### config.mk
export PLATFORM = sky130hd
export DESIGN_NAME = skts_cell
export DESIGN_NICKNAME = d
export VERILOG_FILES = /design/src/rtl/skts_pkg.sv /design/src/rtl/skts_cell.sv
export SDC_FILE = /design/constraint.sdc
export NUM_CORES = 1
export LEC_CHECK = 0
export ABC_AREA = 1
export BUFFER_PORTS_ARGS = -buffer_cell sky130_fd_sc_hd__clkbuf_2
export CAP_MARGIN = 20
export CORE_MARGIN = 5
export CORE_UTILIZATION = 35
export CTS_CLUSTER_SIZE = 14
export DETAILED_ROUTE_END_ITERATION = 16
export GPL_TIMING_DRIVEN = 0
export PLACE_DENSITY = 0.72
export SLEW_MARGIN = 30
export SYNTH_ARGS = -nofsm -noshare
export SYNTH_HDL_FRONTEND = slang
export SYNTH_SLANG_ARGS = --single-unit
### constraint.sdc
create_clock -name clk -period 9.3 [get_ports clk]
set_clock_uncertainty 0.15 [all_clocks]
set_input_delay 1.86 -clock clk [delete_from_list [all_inputs] [get_ports clk]]
set_output_delay 1.86 -clock clk [all_outputs]
set_load 0.01 [all_outputs]
### src/rtl/skts_pkg.sv
// shared types and codes for the sorted key table
`timescale 1ns / 1ps

package skts_pkg;

  // command codes
  localparam logic [1:0] CMD_APPEND = 2'd0;
  localparam logic [1:0] CMD_SEARCH = 2'd1;
  localparam logic [1:0] CMD_ERASE  = 2'd2;

  // status codes
  localparam logic [1:0] ST_OK        = 2'd0;
  localparam logic [1:0] ST_NOT_FOUND = 2'd1;
  localparam logic [1:0] ST_FULL      = 2'd2;
  localparam logic [1:0] ST_ORDER     = 2'd3;

  // input beat
  typedef struct packed {
    logic        [1:0]  command;
    logic signed [31:0] key;
    logic        [31:0] info;
  } skts_in_t;

  // result beat
  typedef struct packed {
    logic [1:0]  status;
    logic [5:0]  index;
    logic [31:0] info_out;
    logic [6:0]  count;
  } skts_out_t;

  // token walking down the row of cells
  typedef struct packed {
    logic        [1:0]  cmd;
    logic signed [31:0] key;
    logic        [31:0] info;
    logic               found;
    logic               order_bad;
    logic        [31:0] hit_info;
  } skts_tok_t;

  // controller states
  typedef enum logic [1:0] {
    S_IDLE,
    S_WALK,
    S_WAIT
  } skts_state_t;

endpackage

### src/rtl/skts_cell.sv
// one table entry with its slot of the walking token pipeline
`timescale 1ns / 1ps

module skts_cell #(
  parameter int IDXW     = 6,
  parameter int CNTW     = 7,
  parameter int CELL_IDX = 0
) (
  input  logic                clk,
  input  logic                rst_n,
  input  logic [CNTW-1:0]     count,
  input  logic                tok_vld_i,
  input  skts_pkg::skts_tok_t tok_i,
  input  logic [IDXW-1:0]     idx_i,
  input  logic signed [31:0]  nb_key,
  input  logic [31:0]         nb_info,
  output logic                tok_vld_o,
  output skts_pkg::skts_tok_t tok_o,
  output logic [IDXW-1:0]     idx_o,
  output logic signed [31:0]  key_o,
  output logic [31:0]         info_o
);

  localparam logic [CNTW-1:0] MY_POS   = CNTW'(CELL_IDX);
  localparam logic [CNTW-1:0] NEXT_POS = CNTW'(CELL_IDX + 1);
  localparam logic [IDXW-1:0] MY_IDX   = IDXW'(CELL_IDX);

  logic signed [31:0]  key_r, key_nxt;
  logic [31:0]         info_r, info_nxt;
  logic                tok_vld_r;
  skts_pkg::skts_tok_t tok_r, tok_nxt;
  logic [IDXW-1:0]     idx_r, idx_nxt;
  logic                live;
  logic                lookup;
  logic                match;
  logic                hit;

  assign live   = (MY_POS < count);
  assign lookup = (tok_i.cmd == skts_pkg::CMD_SEARCH) || (tok_i.cmd == skts_pkg::CMD_ERASE);
  assign match  = tok_vld_i && live && lookup && (tok_i.key == key_r);
  assign hit    = tok_i.found || match;

  // token update and entry write
  always_comb begin
    tok_nxt  = tok_i;
    idx_nxt  = idx_i;
    key_nxt  = key_r;
    info_nxt = info_r;
    // first hit records position and info word
    if (match && !tok_i.found) begin
      tok_nxt.found    = 1'b1;
      tok_nxt.hit_info = info_r;
      idx_nxt          = MY_IDX;
    end
    // last held entry checks the order of an appended key
    if (tok_vld_i && tok_i.cmd == skts_pkg::CMD_APPEND && NEXT_POS == count &&
        !(tok_i.key > key_r)) begin
      tok_nxt.order_bad = 1'b1;
    end
    // erase closes the gap: take the neighbour's entry
    if (tok_vld_i && tok_i.cmd == skts_pkg::CMD_ERASE && hit) begin
      key_nxt  = nb_key;
      info_nxt = nb_info;
    end
    // append writes the first free slot
    if (tok_vld_i && tok_i.cmd == skts_pkg::CMD_APPEND && MY_POS == count &&
        !tok_i.order_bad) begin
      key_nxt  = tok_i.key;
      info_nxt = tok_i.info;
    end
  end

  // entry storage
  always_ff @(posedge clk) begin
    key_r  <= key_nxt;
    info_r <= info_nxt;
    tok_r  <= tok_nxt;
    idx_r  <= idx_nxt;
  end

  // token valid
  always_ff @(posedge clk) begin
    if (!rst_n) begin
      tok_vld_r <= 1'b0;
    end else begin
      tok_vld_r <= tok_vld_i;
    end
  end

  assign tok_vld_o = tok_vld_r;
  assign tok_o     = tok_r;
  assign idx_o     = idx_r;
  assign key_o     = key_r;
  assign info_o    = info_r;

endmodule

**After elaboration in Yosys (flattened, before gate mapping)**

Index checks and enable logic that the tools add are counted.

- Flip-flop bits (word level): 171
- Input port bits: 180
- Output and inout bits: 171

- Reduce and logical (&&, ||, !) cells: 19
- Multiplexer cells: 5
- Equality and inequality tests: 4
- $lt $le $gt $ge: 2

Operators by type and width:

| operator | count |
|---|---|
| $mux W32 | 5 |
| $eq A32 B32 Y1 | 1 |
| $gt A32 B32 Y1 | 1 |
| $logic_and A1 B1 Y1 | 11 |
| $eq A1 B7 Y1 const A | 1 |
| $logic_not A7 Y1 | 1 |
| $lt A1 B7 Y1 const A | 1 |
| $logic_not A1 Y1 | 3 |
| $eq A2 B1 Y1 const B | 1 |
| $eq A2 B2 Y1 const B | 1 |
| $logic_not A2 Y1 | 1 |
| $logic_or A1 B1 Y1 | 2 |
| $reduce_bool A2 Y1 | 1 |

**Logic depth before layout (Yosys ltp)**

- Depth in word-level cells: 8
- Gate-level depth with buffers: 17

**Worst setup path before layout**

OpenSTA, ideal clock, no wires.

- Path kind: input to register
- From: input tok_i[97] (netlist name)
- To: register info_r[0] (netlist: info_o[0]) (enable)
- Path slack: 4.368 ns
- Data required time: 8.726 ns
- Path buffers: 0
- Stages on the path: 11
- Setup time: 0.424 ns
- Arrival time: 4.358 ns
- Path through: ha_1 -> nand2_1 -> nor2_2 -> nand2_1 -> nor2_2 -> nand2_1 -> nor2_1 -> nand2_2 -> nand2_1 -> nand3_1 -> nand2_1

- Longest elaborated chain between the ends: 5

RTL lines:

| item | RTL line | text |
|---|---|---|
| from (decl) | skts_cell.sv:13 | `input skts_pkg::skts_tok_t tok_i,` |
| $eq A32 B32 Y1 | skts_cell.sv:40 | `assign match = tok_vld_i && live && lookup && (tok_i.key == key_r);` |
| $logic_and A1 B1 Y1 | skts_cell.sv:40 |  |
| $logic_or A1 B1 Y1 | skts_cell.sv:41 | `assign hit = tok_i.found \|\| match;` |
| $logic_and A1 B1 Y1 | skts_cell.sv:61 | `if (tok_vld_i && tok_i.cmd == skts_pkg::CMD_ERASE && hit) begin` |
| $reduce_bool A2 Y1 (no source line) | n/a |  |
| to (signal assigned) | skts_cell.sv:76 | `info_r <= info_nxt;` |
| to (decl) | skts_cell.sv:29 | `logic [31:0] info_r, info_nxt;` |

No other way between the ends.
A chain may end at the register's enable or synchronous reset.

**Final worst setup path**

- From: input tok_i[81] (netlist name)
- To: register info_r[0] (netlist: info_o[0]) (enable)

The elaborated chain is that of the path after synthesis.

==> impl_metrics.yaml <==
placed_design:
  dp_hpwl_um: 15200
  place_ws_ps: 4390
  routabilityCongestion: 0.820
  port_buffers: 350
setup_path:
  critPathLaunch: "tok_i[81]"
  r2r_slack_ps: 6150
  rr_endpoint: "info_o[0]"
  path_class: "input port to flop"
  reg2reg_depth: 13
  cp.arrival_ps: 4300
  cp-end-kind: "flop"
  cp_max_fo: 35
  required_ps: 9270
  worstSetupStartpointType: "input port"
  reg2reg_from: "key_o[7]"
synthesis:
  netlist.area_leader.share_pct: 34.0
  synth_async_sr_flop_share_pct: 0
  synthesis.nets: 745
  synth.top_cells.by_count: "nand2_1, dfxtp_1, edfxtp_1"
  synth_area_leader_cell: "dfxtp_1"
  yosysWarnings: 0
  synth_most_common_cell: "nand2_1"
  syn_inst: 531
  avgSynthCellArea_um2: 11.9
  synth_ff_type: "dfxtp_1"
  ys_ff_latch: 171
  synth.area.top_cells: "dfxtp_1, edfxtp_1, mux2_2, nand2_1, ha_1"
  synth_seq_area_share_pct: 64.4
  synth_cell_types: 21
  synth-edff-count: 64
  synth_area_mm2: 0.00631
sta:
  slew_headroom_pct: 64.2
  worst_pin_slew_ps: 537
  slew_viol_final: 0
  fin_setup_tns_ps: 0
  fin_ws_ps: 4970
  rsz0062_at_grt: "no"
  finalHoldViolations: 0
  finalCritPeriodShare_pct: 46.6
  setup_violations: 0
  max_freq_mhz: 231
  min_period_ps: 4330
layout:
  layout-drive-gt1-share_pct: 50.7
  antenna_cells: 0
  syn2layout_area_growth_pct: 42.1
  final_nets: 1115
power:
  fin_total_pwr_uw: 1670
  leakage_uw: 0.00459
  power.density_mw_per_mm2: 187
  ir_drop_v: 0.000115
grt:
  overflow: 0
  first_global_vias: 4959
  antenna_found_initial: 0
  grt_max_degree: 36
  grt_pass1_wl_um: 26900
  track_usage_pct: 17.2
routing:
  ant_nets: 0
  drc: 0
  vias_per_cell: 4.40
  num_vias: 5029
  wire_per_inst_um: 16.4
  drt_wl_total_um: 18800
  drtIter0Drc: 175
  dr.pass1.iters: 4
die:
  die_h_um: 144
  die_w_um: 144
  pin_count: 351
  core_mm2: 0.0178
  die_area_mm2: 0.0208
  initial_core_util_pct: 35.3
  rows: 49
clocking:
  cts_tree: "built"
  cts_made_buffers: 17
  htreeDepth: 4
  hold_buffers: 0
  clock-root-buffer: "clkbuf_16"
  post-cts-setup-buffers: 0
  cts.repair.resized: 0
  cts.path.max_buffers: 2
  cts.sinks: 171
  clkTransAtPathRegs_ps: 70
  clock_latency_ps: 420
min_path:
  hp-start: "info_o[16]"
  whs_endpoint: "tok_o[16]"
  hp-class: "flop to flop"
  hold_depth: 2
job:
  maxCapViolCount: 0
outcome:
  status: "complete, no violations"
logic make-up (layout without fill, tap and decap cells):
family                   after synthesis  in the layout  synth area share [%]
adder cells (fa/ha/maj)               34             34                  6.75
multiplexers                          63             63                  11.2
flip-flops                           171            171                  64.4
AO/OA/AOI/OAI                         20             20                  1.71
AND/OR/NAND/NOR                      175            175                  10.9
buffers and inverters                 68            451                  4.98
critical path, cell delays in order:
cell and delay (ps):
clkbuf_2 120, ha_1 310, nand2_1 60, nor2_1 160, nand2_1 90, nor2_1 210
nand2_1 110, nor2_1 220, nand2_2 160, nand2_1 150, nand3_1 120, nand2_4 400
buf_12 270
where the power goes:
part	internal [uW]	switching, uW
clock	367	334
combinational	73.8	77.0
sequential	810	11.2
flip-flops by register name, indices dropped and copies added (netlist names):
signal	cells
info_o	32
key_o	32
tok_vld_o	1
tok_o	100
idx_o	6
area by class of cell:
| cell class | instances | area, um2 |
|---|---|---|
| fillers | 1620 | 8880 |
| flip-flops and latches | 171 | 4060 |
| multi-input cells | 292 | 1940 |
| repair buffers | 351 | 1770 |
| clock buffers | 18 | 439 |
| well taps | 229 | 287 |
| inverters | 54 | 204 |
| clock inverters | 14 | 150 |
| plain buffers | 14 | 110 |
worst max-delay path by stage:
stage	depth (start not counted)	slack, ps	to
CTS	13	4840	info_o[18]
floorplan	11	4370	info_o[0]
detailed placement	13	4390	info_o[31]
finish	13	4970	info_o[0]
global route	13	4690	info_o[24]
global placement	12	2760	info_o[20]
metrics by stage:
step,instances,util (%),instance area (um2),hold slack (ps)
2_1_floorplan,531,-,6310,355
3_3_place_gp,1110,46.8,8340,290
3_5_place_dp,1111,46.9,8370,299
4_1_cts,1143,50.2,8960,318
5_1_grt,1143,50.2,8960,337
6_report,1143,50.2,8960,316
per-layer routing:
layer / up-vias / share of wire, % / global-route usage (%)
met5: - / 0 / 0
met4: 0 / 2.0 / 6.38
met3: 26 / 8.3 / 6.15
met2: 197 / 50 / 28.7
met1: 2309 / 40 / 20.4
li1: 2497 / - / -
placed cells by master (no fill, tap or decap), types with 5 or more instances in the layout:
cell | Yosys | final
dfxtp_1 | 107 | 107
a21oi_1 | 14 | 14
inv_8 | 0 | 6
nor2_1 | 18 | 18
inv_1 | 53 | 53
nand3_1 | 5 | 5
clkbuf_2 | 0 | 350
edfxtp_1 | 64 | 64
nand2_1 | 145 | 144
mux2_2 | 63 | 63
buf_6 | 7 | 7
clkbuf_16 | 0 | 17
ha_1 | 34 | 34
(Power assumes the default switching activity.)
